[src/rtl/bmhq_ram.sv]
`timescale 1ns / 1ps
// Generic simple dual-port RAM: one write port, one registered read port.
// No dependencies.
module bmhq_ram #(
  parameter int WIDTH = 8,
  parameter int DEPTH = 16
) (
  input  logic                     clk,
  input  logic                     we,
  input  logic [$clog2(DEPTH)-1:0] waddr,
  input  logic [WIDTH-1:0]         wdata,
  input  logic [$clog2(DEPTH)-1:0] raddr,
  output logic [WIDTH-1:0]         rdata
);

  logic [WIDTH-1:0] mem [DEPTH];
  logic [WIDTH-1:0] rdata_r;

  always_ff @(posedge clk) begin
    if (we) begin
      mem[waddr] <= wdata;
    end
    rdata_r <= mem[raddr];
  end

  assign rdata = rdata_r;

endmodule

[config.mk]
export PLATFORM = sky130hd
export DESIGN_NAME = bmhq_ram
export DESIGN_NICKNAME = d
export VERILOG_FILES = /design/src/rtl/bmhq_ram.sv
export SDC_FILE = /design/constraint.sdc
export NUM_CORES = 1
export LEC_CHECK = 0
export ABC_AREA = 0
export BUFFER_PORTS_ARGS = -buffer_cell sky130_fd_sc_hd__buf_4
export CAP_MARGIN = 10
export CORE_ASPECT_RATIO = 2
export CORE_MARGIN = 3
export CORE_UTILIZATION = 60
export DETAILED_ROUTE_END_ITERATION = 16
export MAX_ROUTING_LAYER = met4
export PLACE_DENSITY = 0.78
export SLEW_MARGIN = 30
export SYNTH_ARGS = -nofsm -noshare
export SYNTH_HDL_FRONTEND = slang
export SYNTH_SLANG_ARGS = --single-unit
[constraint.sdc]
create_clock -name clk -period 2.2 [get_ports clk]
set_clock_uncertainty 0.2 [all_clocks]
set_input_delay 0.11 -clock clk [delete_from_list [all_inputs] [get_ports clk]]
set_output_delay 0.11 -clock clk [all_outputs]
set_load 0.01 [all_outputs]
# Word-level counts from Yosys, hierarchy flattened
# Memory sizes are Yosys's and may differ from the RTL's. A register that Yosys moved wholly into a read port is not among the register bits.
# Cells that the tools add are included.
totals:
  memories: 1
  ff_bits: 0
  mem_bits_rw: 128
  out_inout_bits: 8
  input_bits: 18
mem_list:
  columns: ["memory", "words", "width", "read_ports", "rd_clocked_by_memory_dff", "write_ports", "line_no", "rtl"]
  rows:
  - ["mem", 16, 8, 1, 1, 1, "16", "logic [WIDTH-1:0] mem [DEPTH];"]
classes:
  mux: 2
op_table:
  columns: ["op", "n"]
  rows:
  - ["2-to-1 mux 1 bit", 2]

# Longest topological paths before layout
# Gate-level depths: netlist of the first run.
logic_depth:
  depth_word: 2
  depth_mapped: 5
  depth_no_buf: 3

# Worst setup path before layout of the first run
# Ideal clock, no wire load.
synth_path:
  kind: "input port to flip-flop"
  start: "in waddr[2]"
  end: "mem mem[0][0], enable pin"
  arrival_ns: 1.220
  t_required_ns: 1.617
  stages: 2
  setup_ns: 0.383
  setup_slack_ns: 0.397
  cell_sequence: "or3b_2 -> nor3_1"
synth_rtl:
  columns: ["element", "line_no", "rtl"]
  rows:
  - ["start, declared", "10", "input logic [$clog2(DEPTH)-1:0] waddr,"]
  - ["end, declared", "16", null]
# No word-level cell before the write port.

==> reports/results.ini, run 1 <==
[placed_design]
placed_area_um2 = 5530
hpwl_um = 6130
dpl.cell_count = 361
gp_congestion = 0.767
port_buffers = 25
pre_cts_ws_ns = 0.429

[cts]
cts_buffers = 17
cts.sinks = 136
htreeDepth = 4
clkLatencyLatePin_ns = 0.41
root_buffer = clkbuf_16
path_clk_slew_ns = 0.05
cts_tree = yes
cts_buffer_depth = 2
post_cts_buffers = 0

[logic_synthesis]
synth_top_area_share_pct = 74.7
synth_area_um2 = 5150
yosysSeqAreaShare_pct = 77.8
postSynthCellCount = 229
netlist-cell-type-count = 19
yosys_warnings = 0
synth.avg_cell_area_um2 = 22.5
synth_area_leader_cell = edfxtp_1
ys_seq_elements = 136
synth_area_leaders = edfxtp_1 75%, mux4_2 7.9%, mux4_1 7.1%
syn_nets = 247

[sta]
rsz0062_at_grt = no
final.period_utilization_pct = 70.9
final_hold_viol_count = 0
fmax_mhz = 641
setup_ws_ns = 0.640
final-setup-viol-count = 0
tns_ns = 0
relSlewSlack_pct = 52.4
tightest_slew_ns = 0.711
drv_slew = 0
period_needed_ns = 1.56

[pwr]
p_comb_share_pct = 4.7
internal-power_mw = 5.11
total_power_mw = 6.26
p_per_area_nw_per_um2 = 1000
power_leakage_nw = 2.17
p_sw_mw = 1.15
sw_frac_of_total_pct = 18.4
power.share.sequential_pct = 46.5
ir_drop_uv = 1010
p_clk_share_pct = 48.8

[routing]
drc = 0
viasPerCell = 6.24
vias = 2501
drtIter0Drc = 189
ant_nets = 0
drtPass1Iterations = 4
wl_um = 9610
routedWlPerCell_um = 24.0

[setup_path]
path_class = reg2reg
rr_worst_depth = 3
max_stage_delay_ns = 0.52
cp-start-kind = flip-flop
rrSetupSlack_ns = 0.64
path_delay_family = multiplexers
timing.rr.end = rdata[2]
crit_slowest_cell = mux4_1
crit_required_ns = 2.29
setup.worst_path.end_class = flip-flop
crit_arrival_ns = 1.65
cp_cell_sequence = mux4_1 > a22oi_1 > nand2_1
path_max_fanout = 1
r2r_start = mem[1][2]
cp_num_buf_inv = 0

[finish]
area_delta_synth_final_pct = 21.7
finalNonFillerCells = 401
layout-drive-gt1-share_pct = 30.4
final_nets = 308
n_antenna_cell = 0
design_area_um2 = 6260

[global_routing]
groute.usage.overall_pct = 23.1
grt_pass1_vias = 2769
antenna_found_initial = 0
gr-total-overflow = 0
grt_max_degree = 33
grt_pass1_wl_um = 15200

[run]
max-cap-violations = 0

[floorplanning]
die_x_um = 71.5
die_y_um = 137
coreArea_um2 = 8290
ios = 26
initial_core_util_pct = 62.1
rows = 47
die-area_um2 = 9790

[hold_path]
hold_class = in2reg
hp-start = waddr[0]
worst_hold_path.endpoint = mem[4][7]
whs_path_depth = 3

[status]
status = complete, no violations

sequential cells by signal (all words and copies together), names as in the netlist:
name,flops
rdata,8
mem,128
what timing repair did:
| action | CTS | global route |
|---|---|---|
| gates resized for setup | 0 | 0 |
| hold buffers | 8 | 0 |
| hold endpoints to repair | 128 | 0 |
synthesized netlist by cell type:
master	number
and2b_1	1
buf_4	1
clkdlybuf4s25_2	3
nand2b_1	2
mux4_2	18
edfxtp_1	128
nand3_1	1
and2_1	1
nand2_1	9
dfxtp_1	8
nor2_1	13
nor3_1	4
buf_2	3
buf_6	3
or3b_2	1
nand3b_1	2
nor2b_1	1
a22oi_1	16
mux4_1	14
metrics by stage:
| stage | hold WS, ns | util [%] |
|---|---|---|
| 6_report | 0.0275 | 75.5 |
| 5_1_grt | 0.0281 | 75.5 |
| 3_5_place_dp | 0.221 | 66.7 |
| 2_1_floorplan | 0.00887 | - |
| 3_3_place_gp | 0.200 | 66.7 |
| 4_1_cts | 0.00498 | 75.5 |
worst reg2reg max path, cell delays in order, from the launching register on:
cell      delay, ns
edfxtp_1       0.36
mux4_1         0.52
a22oi_1        0.28
nand2_1        0.09
worst max-delay path by stage:
stage | from | endpoint | slack [ns] | depth (start not counted)
2_1_floorplan | waddr[2] | mem[0][0] | 0.40 | 2
3_3_place_gp | waddr[2] | mem[1][5] | 0.51 | 4
3_5_place_dp | waddr[2] | mem[1][3] | 0.43 | 4
4_1_cts | mem[5][0] | rdata[0] | 0.64 | 3
5_1_grt | mem[1][2] | rdata[2] | 0.56 | 3
6_report | mem[1][2] | rdata[2] | 0.64 | 3
cell families after synthesis:
logic type | share of synthesized area (%)
buffers and inverters | 1.68
AO/OA/AOI/OAI | 2.33
flip-flops | 77.8
multiplexers | 15.0
AND/OR/NAND/NOR | 3.18
area by class of cell:
cell class,count,area (um^2)
tap,98,123
sequential,136,4000
fill,450,2030
clock buffer,21,460
clock inverter,11,195
timing repair buffer,52,423
multi-input combinational,83,1060
per-layer routing:
| layer | share of wire [%] | vias up | global-route usage (%) |
|---|---|---|---|
| li1 | - | 1098 | - |
| met1 | 33 | 1262 | 25.0 |
| met2 | 58 | 116 | 38.3 |
| met3 | 5.7 | 25 | 6.25 |
| met4 | 3.2 | 0 | 12.0 |
| met5 | 0 | - | - |
placed cells by master (no fill, tap or decap), drive strengths merged:
cell         instances
and2b                1
clkbuf              21
dlygate4sd3          8
nand3                1
or3b                 1
dfxtp                8
clkinv               4
bufinv               5
and2                 1
nand3b               2
nand2                9
edfxtp             128
buf                 44
a22oi               16
nor3                 4
mux4                32
clkinvlp             2
nor2                13
nor2b                1
nand2b               2
power by group through the flow:
stage | combinational, mW | clock, mW | sequential [mW]
3_5_place_dp | 0.283 | 0 | 2.97
5_1_grt | 0.320 | 3.21 | 2.92
3_3_place_gp | 0.276 | 0 | 2.96
4_1_cts | 0.298 | 3.11 | 2.91
6_report | 0.293 | 3.06 | 2.91
2_1_floorplan | 0.147 | 0 | 2.97
Power figures use the tool's default switching activity.
==> run 2: changes to the inputs <==
--- a/config.mk
+++ b/config.mk
@@ -10,10 +10,10 @@
 export CAP_MARGIN = 10
 export CORE_ASPECT_RATIO = 2
 export CORE_MARGIN = 3
-export CORE_UTILIZATION = 60
+export CORE_UTILIZATION = 54
 export DETAILED_ROUTE_END_ITERATION = 16
 export MAX_ROUTING_LAYER = met4
-export PLACE_DENSITY = 0.78
+export PLACE_DENSITY = 0.74
 export SLEW_MARGIN = 30
 export SYNTH_ARGS = -nofsm -noshare
 export SYNTH_HDL_FRONTEND = slang
==> constraint.sdc (replaced) <==
create_clock -name clk -period 1.41 [get_ports clk]
set_clock_uncertainty 0.2 [all_clocks]
set_input_delay 0.0705 -clock clk [delete_from_list [all_inputs] [get_ports clk]]
set_output_delay 0.0705 -clock clk [all_outputs]
set_load 0.01 [all_outputs]
==> run 2 against run 1 <==
The flow now finishes with violations (setup timing); core utilization is 5.8 points lower; critical path depth stayed put; sequential share of layout area is 1.1 points lower; power is 47% higher; cell count is 5.0% higher; non-clock buffer count is 16 higher; maximum frequency is 3.5% higher; combinational power is 83% higher; sequential power is 56% higher; die area is 10% higher; critical path type unchanged; critical endpoint unchanged; largest cell class unchanged; highest routed layer unchanged.
==> reports/results.ini, run 2 (synthesized netlist as in run 1, its figures left out) <==
[sta]
tightest_slew_ns = 0.927  ; +0.215 ns
final.period_utilization_pct = 107  ; +36 points
final_hold_viol_count = 0  ; unchanged
setup_ws_ns = -0.0967  ; -0.737 ns
relSlewSlack_pct = 38.1  ; -14 points
period_needed_ns = 1.51  ; -0.0534 ns
fmax_mhz = 664  ; +3.5%
drv_slew = 0  ; unchanged
rsz0062_at_grt = yes
final-setup-viol-count = 8  ; +8

[floorplanning]
initial_core_util_pct = 56.3  ; -5.7 points
coreArea_um2 = 9140  ; +10%
ios = 26  ; unchanged
rows = 49  ; +4.3%
die_x_um = 75.0  ; +5.0%
die-area_um2 = 10800  ; +10%
die_y_um = 144  ; +5.2%

[cts]
cts_buffer_depth = 2  ; unchanged
cts_tree = yes
clkLatencyLatePin_ns = 0.40  ; about the same
htreeDepth = 4  ; unchanged
cts_buffers = 17  ; unchanged
post_cts_buffers = 0  ; unchanged
cts.sinks = 136  ; unchanged
root_buffer = clkbuf_16
path_clk_slew_ns = 0.06  ; about the same

[finish]
fillers = 580  ; +29%
final_common_cell = edfxtp_1
regMostFlops = mem
layout-drive-gt1-share_pct = 40.4  ; +10 points
final_nets = 324  ; +5.2%
regArea_um2 = 4000  ; unchanged
design_area_um2 = 6370  ; +1.8%
n_antenna_cell = 0  ; unchanged
area_delta_synth_final_pct = 23.8
largest_reg_flops = 128  ; unchanged
layout_common_cells = 128 x edfxtp_1, 52 x buf_4, 29 x mux4_2
multiInputGateArea_um2 = 1090  ; +3.0%

[setup_path]
rrSetupSlack_ns = -0.1  ; -0.74 ns
cp-start-kind = flip-flop
path_class = reg2reg
path_max_fanout = 1  ; unchanged
setup.worst_path.end_class = flip-flop
crit_required_ns = 1.49  ; -0.80 ns
crit_arrival_ns = 1.59  ; -0.06 ns

[placed_design]
gp_congestion = 0.750  ; -2.2%
hpwl_um = 6760  ; +10%
pre_cts_ws_ns = -0.264  ; -0.693 ns
placed_area_um2 = 5670  ; +2.7%
port_buffers = 25  ; unchanged

[pwr]
sw_frac_of_total_pct = 19.8  ; +1.4 points
ir_drop_uv = 1020  ; +1.5%
internal-power_mw = 7.36  ; +44%
power.share.sequential_pct = 49.6  ; +3.1 points
p_comb_share_pct = 5.8  ; +1.1 points
p_sw_mw = 1.82  ; +58%
p_clk_share_pct = 44.6  ; -4.2 points
power_leakage_nw = 2.17  ; +0.24%
p_per_area_nw_per_um2 = 1440  ; +44%

[routing]
vias = 2513  ; +0.48%
ant_nets = 0  ; unchanged
viasPerCell = 5.97  ; -4.3%
drtPass1Iterations = 4  ; unchanged
routedWlPerCell_um = 23.4  ; -2.3%
drtIter0Drc = 273  ; +44%
drc = 0  ; unchanged
wl_um = 9860  ; +2.6%

[global_routing]
grt_pass1_vias = 2689  ; -2.9%
grt_pass1_wl_um = 15100  ; -0.41%
grt_max_degree = 17  ; -48%
gr-total-overflow = 0  ; unchanged
groute.usage.overall_pct = 21.3  ; -1.8 points
antenna_found_initial = 0  ; unchanged

[status]
status = complete, but fails checks
failed_checks = setup timing

[hold_path]
hold_class = in2reg

[run]
max-cap-violations = 0  ; unchanged

[run 2: per-stage QoR]
stage               TNS [ns]  instances  hold slack, ns  util (%)  power (mW)
CTS                   -0.424        421          0.0451      69.6        9.24
global route          -0.564        421          0.0663      69.8        9.49
global placement       -4.60        377           0.170      62.1        5.10
floorplan              -3.92        229         -0.0306         -        4.87
finish                -0.212        421          0.0503      69.8        9.18
detailed placement     -6.03        377           0.184      62.1        5.12
[run 2: metal layers]
layer	part of all wire [%]	vias up	global-route usage, %
li1	-	1120	-
met1	37	1297	23.1
met2	58	85	36.8
met3	3.4	11	4.59
met4	1.8	0	9.01
met5	0	-	-
[run 2: critical path: stages (launching register included)]
cell and delay (ns):
edfxtp_1 0.37, mux4_2 0.49, a22oi_2 0.23, nand2_2 0.10
[run 2: cell type report]
cell class | instances | area share, %
flip-flops and latches | 136 | 62.8
multi-input cells | 83 | 17.1
repair buffers | 68 | 9.27
clock buffers | 18 | 6.73
clock inverters | 14 | 2.10
well taps | 102 | 2.00
[run 2: path summary, 6_finish.rpt]
kind                   start  depth (start not counted)  endpoint
setup / recovery   mem[2][2]                          3  rdata[2]
hold / removal      raddr[1]                          5  rdata[0]
setup reg to reg   mem[2][2]                          3  rdata[2]
hold reg to reg   mem[14][1]                          3  rdata[1]
[run 2: power groups by stage]
stage	Combinational [mW]	Clock [mW]	Sequential, mW
2_1_floorplan	0.233	0	4.64
3_3_place_gp	0.471	0	4.63
3_5_place_dp	0.486	0	4.63
4_1_cts	0.530	4.16	4.55
5_1_grt	0.576	4.36	4.55
6_report	0.535	4.10	4.55
[run 2: what timing repair did]
item | 4_1_cts | 5_1_grt
hold endpoints to repair | 144 | 0
pin swaps | 6 | 7
setup endpoints to repair | 8 | 8
hold buffers | 12 | 0
gates resized for setup | 12 | 11
