### src/rtl/bmhq_pkg.sv
`timescale 1ns / 1ps
// Shared types and constants for the binary min-heap queue.
// No dependencies; every other file except bmhq_ram refers to this package by scoped name.
package bmhq_pkg;

  localparam int KEY_W  = 40;
  localparam int VTX_W  = 16;
  localparam int TAG_W  = 15;
  localparam int STAT_W = 2;
  localparam int FILL_W = 11;

  localparam logic OP_PUSH = 1'b0;
  localparam logic OP_POP  = 1'b1;

  localparam logic [STAT_W-1:0] ST_DONE  = 2'd0;
  localparam logic [STAT_W-1:0] ST_EMPTY = 2'd1;
  localparam logic [STAT_W-1:0] ST_FULL  = 2'd2;

  typedef struct packed {
    logic [KEY_W-1:0] key;
    logic [VTX_W-1:0] vertex;
    logic [TAG_W-1:0] tag;
  } entry_t;

  localparam int ENTRY_W = $bits(entry_t);

  typedef struct packed {
    logic [KEY_W-1:0]  key;
    logic [VTX_W-1:0]  vertex;
    logic [TAG_W-1:0]  tag;
    logic [STAT_W-1:0] status;
    logic [FILL_W-1:0] fill_count;
  } res_t;

endpackage

### src/rtl/bmhq_ctrl.sv
`timescale 1ns / 1ps
// Heap sequencer: sift-up and sift-down over the entry RAM, one level per
// step, with the moving entry held in a register (hole method, no swaps).
// Depends on bmhq_pkg.
module bmhq_ctrl #(
  parameter int CAPACITY = 1024
) (
  input  logic                             clk,
  input  logic                             rst_n,
  input  logic                             in_valid,
  output logic                             in_ready,
  input  logic                             in_op,
  input  bmhq_pkg::entry_t                 in_entry,
  output logic                             res_valid,
  input  logic                             res_ready,
  output bmhq_pkg::res_t                   res,
  output logic                             ram_we,
  output logic [$clog2(CAPACITY)-1:0]      ram_waddr,
  output logic [bmhq_pkg::ENTRY_W-1:0]     ram_wdata,
  output logic [$clog2(CAPACITY)-1:0]      ram_raddr,
  input  logic [bmhq_pkg::ENTRY_W-1:0]     ram_rdata
);

  localparam int AW = $clog2(CAPACITY);
  localparam int CW = $clog2(CAPACITY + 1);
  localparam int IW = AW + 2;

  localparam logic [3:0] S_IDLE     = 4'd0;
  localparam logic [3:0] S_UP_RD    = 4'd1;
  localparam logic [3:0] S_UP_CMP   = 4'd2;
  localparam logic [3:0] S_POP_ROOT = 4'd3;
  localparam logic [3:0] S_POP_LAST = 4'd4;
  localparam logic [3:0] S_DN_RL    = 4'd5;
  localparam logic [3:0] S_DN_RR    = 4'd6;
  localparam logic [3:0] S_DN_CMP   = 4'd7;
  localparam logic [3:0] S_DONE     = 4'd8;

  logic [3:0]       state_r, state_nxt;
  logic [CW-1:0]    cnt_r, cnt_nxt;
  logic [AW-1:0]    pos_r, pos_nxt;
  bmhq_pkg::entry_t mov_r, mov_nxt;
  bmhq_pkg::entry_t lft_r, lft_nxt;
  bmhq_pkg::res_t   res_r, res_nxt;

  bmhq_pkg::entry_t rd_entry;
  logic [AW-1:0]    up_par, up_par2;
  logic [IW-1:0]    lc_w, rc_w, cnt_w, nlc_w;
  logic             lc_ok, rc_ok;
  logic             take_l, take_r;
  logic [bmhq_pkg::KEY_W-1:0] best_key;
  logic [AW-1:0]    npos;

  assign rd_entry = bmhq_pkg::entry_t'(ram_rdata);

  assign up_par  = (pos_r - 1'b1) >> 1;
  assign up_par2 = (up_par - 1'b1) >> 1;

  assign lc_w  = {1'b0, pos_r, 1'b1};
  assign rc_w  = lc_w + 1'b1;
  assign cnt_w = IW'(cnt_r);
  assign lc_ok = lc_w < cnt_w;
  assign rc_ok = rc_w < cnt_w;

  // Left child first; a child wins only on strictly smaller key.
  assign take_l   = lft_r.key < mov_r.key;
  assign best_key = take_l ? lft_r.key : mov_r.key;
  assign take_r   = rc_ok && (rd_entry.key < best_key);
  assign npos     = take_r ? AW'(rc_w) : AW'(lc_w);
  assign nlc_w    = {1'b0, npos, 1'b1};

  assign in_ready  = (state_r == S_IDLE);
  assign res_valid = (state_r == S_DONE);
  assign res       = res_r;

  // Each step writes the hole and reads a different slot further along the
  // path, and every operation ends before the next one reads, so no
  // forwarding is needed.
  always_comb begin
    state_nxt = state_r;
    cnt_nxt   = cnt_r;
    pos_nxt   = pos_r;
    mov_nxt   = mov_r;
    lft_nxt   = lft_r;
    res_nxt   = res_r;
    ram_we    = 1'b0;
    ram_waddr = pos_r;
    ram_wdata = mov_r;
    ram_raddr = '0;

    unique case (state_r)
      S_IDLE: begin
        if (in_valid) begin
          res_nxt.key    = '0;
          res_nxt.vertex = '0;
          res_nxt.tag    = '0;
          res_nxt.status = bmhq_pkg::ST_DONE;
          res_nxt.fill_count = bmhq_pkg::FILL_W'(cnt_r);
          if (in_op == bmhq_pkg::OP_PUSH) begin
            if (cnt_r == CW'(CAPACITY)) begin
              res_nxt.status = bmhq_pkg::ST_FULL;
              state_nxt      = S_DONE;
            end else begin
              mov_nxt   = in_entry;
              pos_nxt   = AW'(cnt_r);
              cnt_nxt   = cnt_r + 1'b1;
              res_nxt.fill_count = bmhq_pkg::FILL_W'(cnt_r + 1'b1);
              state_nxt = S_UP_RD;
            end
          end else begin
            if (cnt_r == '0) begin
              res_nxt.status = bmhq_pkg::ST_EMPTY;
              state_nxt      = S_DONE;
            end else begin
              ram_raddr = '0;
              cnt_nxt   = cnt_r - 1'b1;
              res_nxt.fill_count = bmhq_pkg::FILL_W'(cnt_r - 1'b1);
              state_nxt = S_POP_ROOT;
            end
          end
        end
      end

      S_UP_RD: begin
        if (pos_r == '0) begin
          ram_we    = 1'b1;
          state_nxt = S_DONE;
        end else begin
          ram_raddr = up_par;
          state_nxt = S_UP_CMP;
        end
      end

      S_UP_CMP: begin
        ram_we = 1'b1;
        if (mov_r.key < rd_entry.key) begin
          // parent moves down into the hole
          ram_wdata = rd_entry;
          pos_nxt   = up_par;
          if (up_par == '0) begin
            state_nxt = S_UP_RD;
          end else begin
            ram_raddr = up_par2;
          end
        end else begin
          state_nxt = S_DONE;
        end
      end

      S_POP_ROOT: begin
        res_nxt.key    = rd_entry.key;
        res_nxt.vertex = rd_entry.vertex;
        res_nxt.tag    = rd_entry.tag;
        ram_raddr      = AW'(cnt_r);
        state_nxt      = (cnt_r == '0) ? S_DONE : S_POP_LAST;
      end

      S_POP_LAST: begin
        mov_nxt   = rd_entry;
        pos_nxt   = '0;
        state_nxt = S_DN_RL;
      end

      S_DN_RL: begin
        if (lc_ok) begin
          ram_raddr = AW'(lc_w);
          state_nxt = S_DN_RR;
        end else begin
          ram_we    = 1'b1;
          state_nxt = S_DONE;
        end
      end

      S_DN_RR: begin
        lft_nxt   = rd_entry;
        ram_raddr = AW'(rc_w);
        state_nxt = S_DN_CMP;
      end

      S_DN_CMP: begin
        ram_we = 1'b1;
        if (take_r || take_l) begin
          ram_wdata = take_r ? rd_entry : lft_r;
          pos_nxt   = npos;
          if (nlc_w < cnt_w) begin
            ram_raddr = AW'(nlc_w);
            state_nxt = S_DN_RR;
          end else begin
            state_nxt = S_DN_RL;
          end
        end else begin
          state_nxt = S_DONE;
        end
      end

      S_DONE: begin
        if (res_ready) begin
          state_nxt = S_IDLE;
        end
      end

      default: begin
        state_nxt = S_IDLE;
      end
    endcase
  end

  always_ff @(posedge clk) begin
    if (!rst_n) begin
      state_r <= S_IDLE;
      cnt_r   <= '0;
    end else begin
      state_r <= state_nxt;
      cnt_r   <= cnt_nxt;
    end
  end

  always_ff @(posedge clk) begin
    pos_r <= pos_nxt;
    mov_r <= mov_nxt;
    lft_r <= lft_nxt;
    res_r <= res_nxt;
  end

endmodule

### config.mk
export PLATFORM = sky130hd
export DESIGN_NAME = bmhq_ctrl
export DESIGN_NICKNAME = d
export VERILOG_FILES = /design/src/rtl/bmhq_pkg.sv /design/src/rtl/bmhq_ctrl.sv
export SDC_FILE = /design/constraint.sdc
export NUM_CORES = 1
export LEC_CHECK = 0
export BUFFER_PORTS_ARGS = -buffer_cell sky130_fd_sc_hd__buf_4
export CAP_MARGIN = 20
export CORE_ASPECT_RATIO = 2
export CORE_MARGIN = 1.5
export CORE_UTILIZATION = 37
export DETAILED_ROUTE_END_ITERATION = 10
export HOLD_SLACK_MARGIN = 0.15
export PLACE_DENSITY = 0.57
export SYNTH_ARGS = -nofsm -noshare
export SYNTH_HDL_FRONTEND = slang
export SYNTH_SLANG_ARGS = --single-unit
### constraint.sdc
create_clock -name clk -period 15.8 [get_ports clk]
set_input_delay 3.16 -clock clk [delete_from_list [all_inputs] [get_ports clk]]
set_output_delay 3.16 -clock clk [all_outputs]
set_load 0.005 [all_outputs]
* After elaboration in Yosys (flattened, before gate mapping) *
Index checks and enable logic that the tools add are counted.

word-level totals
  bits in registers = 251
  input port bits = 147
  output and inout port bits = 178
  word-level logic and storage cells = 103

cells by class
  add/subtract/negate cells = 5
  $lt $le $gt $ge = 6
  eq/ne operators = 16
  mux-type cells = 47
  reduce and logical (&&, ||, !) cells = 15

operators by type and width
  cell                                                                   number
  71-bit two-way mux                                                     6
  71-bit one-hot mux with 2 select lines                                 3
  40-bit less-than comparator                                            3
  10-bit two-way mux                                                     9
  84-bit two-way mux                                                     1
  10-bit one-hot mux with 6 select lines                                 1
  4-bit two-way mux                                                      11
  40-bit two-way mux                                                     1
  10-bit one-hot mux with 4 select lines                                 1
  4-bit one-hot mux with 9 select lines                                  1
  11-bit two-way mux                                                     3
  9-bit two-way mux                                                      3
  11-bit less-than comparator                                            2
  10-bit zero test                                                       2
  4-bit by 3-bit == test with 1-bit output (second input constant)       4
  13-bit two-way mux                                                     1
  11-bit by 1-bit adder with 12-bit output (second input constant)       1
  12-bit by 11-bit less-than comparator with 1-bit output                1
  11-bit by 1-bit adder with 11-bit output (second input constant)       1
  11-bit == test (second input constant)                                 1
  11-bit zero test                                                       1
  11-bit by 1-bit subtractor with 11-bit output (second input constant)  1
  2-bit inequality test (second input constant)                          5
  10-bit by 1-bit subtractor with 10-bit output (second input constant)  1
  19 further kinds                                                       25

* Depth between registers and ports, before layout *
Gate-level depths: netlist of run 1.

  depth after elaboration = 9
  mapped depth = 32
  gate-level depth less buffers = 29

* Least setup slack after synthesis of run 1 *
OpenSTA, ideal clock, no wires.

  path kind = input to output
  start point = input port ram_rdata[49] in the netlist's numbering
  end point = output port ram_raddr[2]
  arrival time = 7.040 ns
  data required time = 12.640 ns
  slack = 5.600 ns
  cell stages on the path = 21
  buffers on the path = 1
  path through = ha_1 > a21o_1 > a21oi_1 > a21oi_1 > o31a_1 > o31ai_4 > and2_1 > buf_4 > o21ai_1 > nor2_1 > xor2_1 > ha_1 > and3_1 > and4_1 > a211oi_1 > o21ai_0 > nor3_1 > o2111ai_1 > nand4b_1 > o211ai_2 > o221ai_1

on the way
  longest elaborated chain between the ends = 7
  elaborated cells between the ends (all ways) = 10
  classes of those cells = 3 x order compare; 5 x mux; 2 x reduce/logical

ends and longest elaborated chain
  what                                        RTL line          RTL
  from (decl)                                 bmhq_ctrl.sv:21   input logic [bmhq_pkg::ENTRY_W-1:0] ram_rdata
  40-bit less-than comparator                 bmhq_ctrl.sv:67   assign take_r = rc_ok && (rd_entry.key < best_key);
  1-bit logical AND                           bmhq_ctrl.sv:67
  10-bit two-way mux                          bmhq_ctrl.sv:68   assign npos = take_r ? AW'(rc_w) : AW'(lc_w);
  11-bit less-than comparator                 bmhq_ctrl.sv:184  if (nlc_w < cnt_w) begin
  10-bit two-way mux                          bmhq_ctrl.sv:184
  10-bit two-way mux                          bmhq_ctrl.sv:181  if (take_r || take_l) begin
  10-bit one-hot mux with 6 select lines (*)  bmhq_ctrl.sv:90   unique case (state_r)
  to (decl)                                   bmhq_ctrl.sv:20   output logic [$clog2(CAPACITY)-1:0] ram_raddr,

Every way passes the cells marked *; elsewhere a longest branch is shown, timed or not.

* Worst setup path after layout of run 1 *
  start point = register mov_r[52] in the netlist's numbering
  end point = output port ram_raddr[3]

on the way
  longest elaborated chain between the ends = 9
  elaborated cells between the ends (all ways) = 12
  classes of those cells = 4 x order compare; 6 x mux; 2 x reduce/logical

ends and longest elaborated chain
  what                                        RTL line          RTL
  from (decl)                                 bmhq_ctrl.sv:41   bmhq_pkg::entry_t mov_r, mov_nxt;
  from (signal assigned)                      bmhq_ctrl.sv:219  mov_r <= mov_nxt;
  40-bit less-than comparator                 bmhq_ctrl.sv:65   assign take_l = lft_r.key < mov_r.key;
  40-bit two-way mux                          bmhq_ctrl.sv:66   assign best_key = take_l ? lft_r.key : mov_r.key;
  40-bit less-than comparator                 bmhq_ctrl.sv:67
  1-bit logical AND                           bmhq_ctrl.sv:67
  10-bit two-way mux                          bmhq_ctrl.sv:68
  11-bit less-than comparator                 bmhq_ctrl.sv:184
  10-bit two-way mux                          bmhq_ctrl.sv:184
  10-bit two-way mux                          bmhq_ctrl.sv:181
  10-bit one-hot mux with 6 select lines (*)  bmhq_ctrl.sv:90

Marks and branches as above.

==> reports/metrics.cfg, run 1 <==
[pwr]
vdd_ir_drop_max_mv=0.123
power.density_nw_per_um2=197
power_uw=3920
p_leak_uw=0.00830

[global_route]
antenna_found_initial=0
grt_pass1_vias=13900
grt_overflow=0
grt_pass1_wl_um=83400
grtUsageTotal=0.251
grt_max_degree=72

[die]
core-area_sq_um=42700
num_rows=107
ioPinCount=325
die_height_um=297
start_util=0.376
die_area_sq_um=44700
fp.dieW_um=150

[worst_setup_path]
critPathMaxFanout=58
cp.arrival_ns=8.89
crit_top_cell=ha_1
start_kind=flip-flop
critPathSlowestCell=nor4_2
endpoint_kind=output pin
path_class=flip-flop to output pin
critical-path-max-stage-delay_ns=0.72
worstPathRequired_ns=12.64

[run_status]
status=completed

[yosys]
synth_nets=1790
synth_cell_types=80
yosys_warnings=0
synth-seq-cells=251
synth_area_sq_um=16000
synth_seq_area_share=0.460
async_flop_share=0
netlist_instances=1491
avgSynthCellArea_sq_um=10.8
synth_edf_count=236
synth_flop_cell=edfxtp_1

[clock_tree]
path_clk_slew_ns=0.07
clock-root-buffer=clkbuf_16
cts_inserted_buffers=25
clk_latency_ns=0.55
cts.repair.resized=0
cts_setup_buffers=0
htree_levels=1
clock_path_buffers=3
cts_num_sinks=251
cts_hold_buf=0
cts_tree=built

[placement]
hpwl_um=43400
portBuffers=324
gp_congestion=0.953
place_ws_ns=4.09

[detailed_routing]
antenna_left=0
drc_errors=0
wl_um=57000
detail_route.wl_per_cell_um=24.2
drt-initial-drc-count=665
detail_route.first_pass.iterations=5
vias=13200
routed_via_density=5.62

[sta]
finalSetupViolCount=0
fin_setup_tns_ns=0
worst_clock_skew_ns=0.0215
layout_setup_ws_ns=3.75
fmax_mhz=83.0
max_slew_margin=0.222
final_hold_viol_count=0
tightest_slew_ns=1.16
fin_crit_ns=12.05
rsz0062_at_grt=no
finalCritPeriodShare=0.762
slew_viol_final=0
holdWs_ns=0.606

[cells_and_area]
diodes=0
fin_util=0.466
fillCellCount=4099
drive_gt1_frac=0.275
nNetsFinal=2086
syn2layout_area_growth_pct=24.0

[hold_path]
hold_path.class=flip-flop to flip-flop

[job]
max_cap_viol_count=0

-- flip-flops by register name (all words and copies together) (netlist names) --
| signal | flops |
|---|---|
| cnt_r | 11 |
| lft_r | 71 |
| mov_r | 71 |
| ram_waddr | 10 |
| res | 84 |
| state_r | 4 |
-- cells by family after synthesis --
group,count (synthesis),synth area share
simple gates,447,0.141
mux,72,0.0505
xor+xnor,41,0.0224
buf+inv,184,0.0480
flops,251,0.460
compound gates,344,0.159
fa+ha+maj,152,0.119
-- critical path, delay by kind of cell (launching register included) --
| family | cells | cell delay, ns |
|---|---|---|
| compound gates | 12 | 3.54 |
| fa+ha+maj | 3 | 0.84 |
| buf+inv | 4 | 0.96 |
| flops | 1 | 0.43 |
| mux | 1 | 0.35 |
| simple gates | 7 | 2.18 |
-- placed cells by master (no fill, tap or decap), types with 16 or more instances in the layout --
| cell | n |
|---|---|
| a21oi_1 | 90 |
| nand4_1 | 23 |
| mux2_2 | 71 |
| nor2_1 | 159 |
| a221o_1 | 72 |
| nor3_1 | 20 |
| nand2_1 | 74 |
| o21ai_0 | 35 |
| xnor2_1 | 25 |
| ha_1 | 152 |
| edfxtp_1 | 236 |
| clkbuf_16 | 25 |
| xor2_1 | 16 |
| and2_1 | 73 |
| nand3_1 | 20 |
| a211oi_1 | 16 |
| buf_4 | 342 |
| a21o_1 | 29 |
| inv_1 | 107 |
-- cell usage after synthesis (all sizes together) (3+ instances only) --
| cell | count | area [sq um] |
|---|---|---|
| a211oi | 18 | 140 |
| a21boi | 5 | 37.5 |
| a21o | 29 | 218 |
| a21oi | 91 | 459 |
| a221o | 73 | 731 |
| a221oi | 6 | 58.8 |
| a22oi | 5 | 37.5 |
| a31oi | 7 | 50.1 |
| and2 | 74 | 463 |
| and3 | 10 | 67.6 |
| and4 | 6 | 52.6 |
| buf | 25 | 173 |
| clkbuf | 49 | 184 |
| dfxtp | 15 | 300 |
| edfxtp | 236 | 7090 |
| ha | 152 | 1900 |
| inv | 108 | 405 |
| mux2 | 71 | 800 |
| nand2 | 75 | 282 |
| nand2b | 8 | 57.6 |
| nand3 | 22 | 123 |
| nand4 | 23 | 144 |
| nor2 | 161 | 621 |
| nor2b | 4 | 25.0 |
| nor3 | 24 | 120 |
| nor3b | 3 | 22.5 |
| nor4 | 11 | 100 |
| nor4b | 3 | 26.3 |
| o2111ai | 5 | 43.8 |
| o211ai | 14 | 110 |
| o21a | 8 | 60.1 |
| o21ai | 41 | 205 |
| o221ai | 16 | 146 |
| o31ai | 6 | 63.8 |
| or2 | 6 | 37.5 |
| or3 | 7 | 43.8 |
| or4 | 5 | 37.5 |
| xnor2 | 25 | 219 |
| xor2 | 16 | 140 |
-- path summary, 6_finish.rpt --
path	from	endpoint	slack (ns)	depth (start not counted)
min	cnt_r[6]	cnt_r[6]	0.61	2
max	mov_r[52]	ram_raddr[3]	3.75	27
min reg2reg	cnt_r[6]	cnt_r[6]	0.61	2
max reg2reg	mov_r[52]	state_r[1]	7.70	26
-- layout make-up --
| cell class | count | area, sq um | area share |
|---|---|---|---|
| well taps | 545 | 682 | 0.0343 |
| inverters | 110 | 414 | 0.0208 |
| clock inverters | 17 | 214 | 0.0108 |
| flip-flops and latches | 251 | 7390 | 0.371 |
| multi-input cells | 1056 | 7940 | 0.399 |
| clock buffers | 29 | 661 | 0.0332 |
| repair buffers | 343 | 2590 | 0.130 |
-- routing by layer --
| layer | GRT usage | vias up | wire, um |
|---|---|---|---|
| met2 | 0.491 | 460 | 31500 |
| met4 | 0.159 | 0 | 4030 |
| met3 | 0.0285 | 150 | 2710 |
| li1 | - | 6184 | - |
| met1 | 0.239 | 6429 | 18800 |
| met5 | 0 | - | 0 |
-- metrics by stage --
stage,std cells,instance area [sq um]
floorplan,1491,16000
global placement,2304,19000
detailed placement,2304,19000
CTS,2350,19900
global route,2351,19900
finish,2351,19900
-- where the power goes --
part           internal, uW  leakage, uW  switching [uW]
clock                   369     0.000419             277
sequential             1000      0.00237             154
combinational           876      0.00551            1250
total                  2250      0.00830            1680
No activity file was read; power rests on OpenSTA's default activity.
==> run 2: changes to the inputs <==
clock period = 12.2 ns   (was 15.8 ns; I/O delays follow)
==> run 2 against run 1 <==
Against the previous run: first-iteration DRC count increased by 2.9%; total power up 29%; clock-buffer cell count is 1 higher; cell count is 0.17% higher; via count rose by 1.4%; largest cell class unchanged.
==> reports/metrics.cfg, run 2 (same netlist as run 1, synthesis figures left out) <==
[cells_and_area]
syn2layout_area_growth_pct=23.8
largest_register_ff_count=84  ; unchanged
layout_commonest_cell=buf_4
final_cell_mix=buf_4 (346), edfxtp_1 (236), nor2_1 (159), ha_1 (152), inv_1 (107)
drive_gt1_frac=0.272  ; -0.00322
fillCellCount=4106  ; +0.17%
nNetsFinal=2090  ; +0.19%

[die]
num_rows=107  ; unchanged
start_util=0.376  ; unchanged
die_height_um=297  ; unchanged
die_area_sq_um=44700  ; unchanged
ioPinCount=325  ; unchanged
core-area_sq_um=42700  ; unchanged
fp.dieW_um=150  ; unchanged

[clock_tree]
cts.repair.resized=0  ; unchanged
cts_hold_buf=0  ; unchanged
clk_latency_ns=0.57  ; +0.02 ns
cts_setup_buffers=0  ; unchanged
path_clk_slew_ns=0.06  ; about the same
htree_levels=1  ; unchanged
cts_inserted_buffers=25  ; unchanged
cts_num_sinks=251  ; unchanged
clock-root-buffer=clkbuf_16
cts_tree=built
clock_path_buffers=3  ; unchanged

[worst_setup_path]
critical-path-max-stage-delay_ns=0.43  ; -0.29 ns
path_class=flip-flop to output pin
r2r_setup_slack_ns=4.44  ; -3.26 ns
worstPathRequired_ns=9.76  ; -2.88 ns
start_kind=flip-flop
endpoint_kind=output pin
critPathSlowestCell=nor4_2
critPathLaunch=mov_r[62]
cp-endpoint=ram_raddr[2]
critPathMaxFanout=32  ; -45%
cp.arrival_ns=8.50  ; -0.39 ns
reg2reg_depth=29  ; +12%
timing.rr.end=state_r[1]
crit_top_cell=ha_1
worstReg2RegStart=mov_r[62]

[job]
max_cap_viol_count=0  ; unchanged

[detailed_routing]
drc_errors=0  ; unchanged
detail_route.first_pass.iterations=6  ; +1
antenna_left=0  ; unchanged
vias=13400  ; +1.4%
drt-initial-drc-count=684  ; +2.9%
routed_via_density=5.69  ; +1.2%
detail_route.wl_per_cell_um=24.4  ; +0.46%
wl_um=57400  ; +0.63%

[placement]
place_ws_ns=1.80  ; -2.28 ns
hpwl_um=43100  ; -0.80%
portBuffers=324  ; unchanged
gp_congestion=0.949  ; -0.45%

[sta]
finalSetupViolCount=0  ; unchanged
slew_viol_final=0  ; unchanged
layout_setup_ws_ns=1.26  ; -2.50 ns
finalCritPeriodShare=0.897
worst_clock_skew_ns=0.0306  ; +0.00912 ns
fmax_mhz=91.4
rsz0062_at_grt=no
fin_crit_ns=10.94
final_hold_viol_count=0  ; unchanged
holdWs_ns=0.598  ; -0.00799 ns
tightest_slew_ns=1.15  ; -0.00634 ns
max_slew_margin=0.231  ; +0.00844
fin_setup_tns_ns=0  ; unchanged

[global_route]
grt_max_degree=72  ; unchanged
grtUsageTotal=0.250  ; -0.00114
grt_pass1_wl_um=83500  ; +0.12%
grt_pass1_vias=14100  ; +1.3%
antenna_found_initial=1  ; +1
grt_overflow=0  ; unchanged

[pwr]
power.density_nw_per_um2=255  ; +29%
vdd_ir_drop_max_mv=0.221  ; +80%
power_uw=5070  ; +29%
p_leak_uw=0.00828  ; -0.24%

[run_status]
status=completed

[hold_path]
hold_path.class=flip-flop to flip-flop

run 2: cell types whose count changed in the layout (fill, tap and decap cells not counted), sizes merged:
cell,before,now
buf,343,347
bufinv,4,3
clkbuf,29,30
clkinv,9,8
diode,0,1
run 2: stage by stage:
| stage | std cells | cell area [sq um] | utilization |
|---|---|---|---|
| after floorplan | 1491 | 16000 | - |
| after global placement | 2308 | 19000 | 0.445 |
| after detailed placement | 2309 | 19100 | 0.446 |
| after CTS | 2354 | 19900 | 0.465 |
| after global routing | 2355 | 19900 | 0.465 |
| final | 2355 | 19900 | 0.465 |
run 2: routing by layer:
metal	up-vias	GRT usage	wire length, um
met2	511	0.483	31500
met5	-	0	0
met4	0	0.169	4180
li1	6197	-	-
met3	169	0.0314	3040
met1	6529	0.237	18600
run 2: area by class of cell:
type / instances / area, sq um / share of cell area
Inverter: 110 / 414 / 0.0209
Multi-Input combinational cell: 1056 / 7940 / 0.400
Antenna cell: 1 / 2.50 / 0.000126
Clock inverter: 15 / 161 / 0.00813
Timing Repair Buffer: 347 / 2630 / 0.132
Clock buffer: 30 / 644 / 0.0324
Tap cell: 545 / 682 / 0.0343
Sequential cell: 251 / 7390 / 0.372
run 2: worst max-delay path, delay by kind of cell, from the launching register on:
kind	cells	cell delay, ns
flip-flops	1	0.40
buffers and inverters	3	0.55
AND/OR/NAND/NOR	8	2.12
AO/OA/AOI/OAI	15	3.68
XOR/XNOR	1	0.27
adder cells (fa/ha/maj)	3	0.91
run 2: report_power, final:
part	switching (uW)	leakage, uW	internal (uW)
logic	1620	0.00553	1160
registers	200	0.00237	1290
clock network	358	0.000378	441
total	2180	0.00828	2890
run 2: worst min-delay path by stage:
stage,from,endpoint,slack (ns),cells after the start
2_1_floorplan,cnt_r[1],cnt_r[1],0.51,2
3_3_place_gp,cnt_r[6],cnt_r[6],0.58,2
3_5_place_dp,cnt_r[10],cnt_r[10],0.59,2
4_1_cts,cnt_r[10],cnt_r[10],0.60,2
5_1_grt,cnt_r[6],cnt_r[6],0.63,2
6_report,cnt_r[10],cnt_r[10],0.60,2
==> run 3: changes to the inputs <==
ABC_AREA = 1   (was unset)
PLACE_DENSITY = 0.56   (was 0.57)
==> run 3 against run 2 <==
Against the previous run: first-iteration DRC count up 19%; sequential power about the same; maximum frequency up 9.1%; clock-buffer cell count up 9; non-clock buffer count unchanged; combinational power about the same; critical path depth up 2; clock power up 2.6%; wire length up 14%; worst setup slack better by 0.91 ns; synthesized area up 1.0%; critical endpoint is now ram_raddr[3].
==> reports/metrics.cfg, run 3 <==
[worst_setup_path]
r2r_setup_slack_ns=5.17  ; +0.73 ns
critPathSlowestCell=a2111oi_0
worstPathRequired_ns=9.76  ; about the same
critPathMaxFanout=42  ; +31%
path_class=flip-flop to output pin
timing.rr.end=state_r[1]
cp.arrival_ns=7.59  ; -0.91 ns
start_kind=flip-flop
critPathLaunch=mov_r[65]
worstReg2RegStart=mov_r[65]
reg2reg_depth=33  ; +14%
critical-path-max-stage-delay_ns=0.71  ; +0.28 ns
endpoint_kind=output pin
crit_top_cell=nand2_1

[sta]
rsz0062_at_grt=no
worst_clock_skew_ns=0.0192  ; -0.0114 ns
finalCritPeriodShare=0.822  ; -0.0749
finalSetupViolCount=0  ; unchanged
final_hold_viol_count=0  ; unchanged
max_slew_margin=0.246  ; +0.0152
slew_viol_final=0  ; unchanged
fmax_mhz=99.7  ; +9.1%
fin_crit_ns=10.03  ; -0.913 ns
tightest_slew_ns=1.13  ; -0.0228 ns
fin_setup_tns_ns=0  ; unchanged

[clock_tree]
cts_num_sinks=251  ; unchanged
cts_setup_buffers=0  ; unchanged
clk_latency_ns=0.56  ; about the same
cts_inserted_buffers=26  ; +4.0%
clock_path_buffers=3  ; unchanged
cts_tree=built
cts_hold_buf=0  ; unchanged
path_clk_slew_ns=0.07  ; about the same
htree_levels=1  ; unchanged
clock-root-buffer=clkbuf_16
cts.repair.resized=0  ; unchanged

[yosys]
synth_common_cells=nand2_1 (342), edfxtp_1 (236), inv_1 (212)
synth_most_common_cell=nand2_1
netlist_instances=1840  ; +23%
synth_cell_types=51  ; -36%
synth_top_area_frac=0.437  ; -0.00447
synth_area_sq_um=16200  ; +1.0%
yosys.area.top_type=edfxtp_1
synth_nets=2139  ; +19%
yosys_warnings=0  ; unchanged
synth.area.top_cells=edfxtp_1 (44%), ha_1 (12%), nand2_1 (7.9%)
synth-seq-cells=251  ; unchanged
synth_edf_count=236  ; unchanged
synth_seq_area_share=0.456  ; -0.00466
async_flop_share=0  ; unchanged
avgSynthCellArea_sq_um=8.81  ; -18%
synth_flop_cell=edfxtp_1

[global_route]
grt_max_degree=77  ; +6.9%
busiest_layer=met2
grtUsageMet2=0.529  ; +0.0458
grt_pass1_wl_um=95700  ; +15%
grt_overflow=0  ; unchanged
grtUsageTotal=0.288  ; +0.0381
antenna_found_initial=2  ; +1
use_met1=0.280  ; +0.0434
grt_pass1_vias=15600  ; +11%
grt_use_met3=0.0557  ; +0.0243

[hold_path]
whs_endpoint=state_r[0]
hp-start=state_r[3]
hold_path.class=flip-flop to flip-flop
hold_depth=3  ; +1

[detailed_routing]
vias=15100  ; +13%
routed_via_density=5.57  ; -2.2%
antenna_left=0  ; unchanged
drc_errors=0  ; unchanged
drt-initial-drc-count=814  ; +19%
detail_route.wl_per_cell_um=24.2  ; -0.80%
wl_um=65500  ; +14%
detail_route.first_pass.iterations=7  ; +1

[cells_and_area]
nNetsFinal=2439  ; +17%
final_cell_mix=buf_4 (347), nand2_1 (341), edfxtp_1 (236), inv_1 (211), nor2_1 (197)
layout_commonest_cell=buf_4
largest_register_ff_count=84  ; unchanged
drive_gt1_frac=0.192  ; -0.0802
fillCellCount=4237  ; +3.2%
syn2layout_area_growth_pct=23.8  ; about the same

[run_status]
status=completed

[pwr]
power_uw=5110  ; +0.87%
p_leak_uw=0.00898  ; +8.5%
vdd_ir_drop_max_mv=0.152  ; -31%
power.density_nw_per_um2=255  ; -0.13%

[placement]
gp_congestion=1.03  ; +8.7%
portBuffers=324  ; unchanged
hpwl_um=49000  ; +14%

[die]
fp.dieW_um=151  ; +0.50%
start_util=0.375  ; -0.000851
num_rows=108  ; +0.93%
core-area_sq_um=43200  ; +1.3%
ioPinCount=325  ; unchanged
die_area_sq_um=45100  ; +1.0%
die_height_um=299  ; +0.50%

[job]
max_cap_viol_count=0  ; unchanged

-- run 3: per-stage QoR --
step                       util  cell area [sq um]  std cells  hold slack (ns)  setup WS, ns
final                     0.464              20100       2710            0.592          2.17
after global routing      0.464              20100       2710            0.614          1.54
after CTS                 0.464              20100       2709            0.592          2.24
after detailed placement  0.444              19200       2662            0.584          2.86
after global placement    0.444              19200       2661            0.585          2.98
after floorplan               -              16200       1840            0.541          3.93
-- run 3: worst max path at each step --
stage,to,slack (ns)
floorplan,ram_raddr[7],3.93
global placement,ram_raddr[1],2.98
detailed placement,ram_raddr[2],2.86
CTS,ram_raddr[2],2.24
global route,ram_raddr[1],1.54
finish,ram_raddr[3],2.17
-- run 3: cell type report --
type	instances	area (sq um)	share of cell area
timing repair buffer	347	2610	0.130
multi-input combinational	1292	7700	0.384
clock buffer	39	762	0.0380
clock inverter	8	73.8	0.00368
inverter	222	838	0.0418
sequential	251	7390	0.368
tap	550	688	0.0343
antenna	1	2.50	0.000125
-- run 3: cells by family (layout without fill, tap and decap cells) --
family	after synthesis	count (layout)	synth area share
AND/OR/NAND/NOR	656	656	0.166
other	0	1	0
buffers and inverters	297	616	0.0714
flip-flops	251	251	0.456
adder cells (fa/ha/maj)	152	152	0.117
AO/OA/AOI/OAI	458	458	0.175
XOR/XNOR	26	26	0.0141
-- run 3: power by group --
group | internal [uW] | total (uW) | switching [uW]
combinational | 994 | 2780 | 1780
clock | 454 | 820 | 367
sequential | 1310 | 1520 | 205
total | 2760 | 5110 | 2360
-- run 3: worst max-delay path, delay by kind of cell (launching register included) --
kind,cells,cell delay (ns)
compound gates,6,1.62
fa+ha+maj,3,0.92
buf+inv,5,0.88
flops,1,0.41
simple gates,18,3.17
-- run 3: per-layer routing --
metal	share of wire	wire length, um	vias up
met5	0.00020	13	-
met4	0.081	5310	2
met3	0.069	4530	208
met2	0.53	34500	664
met1	0.32	21100	7146
li1	-	-	7071
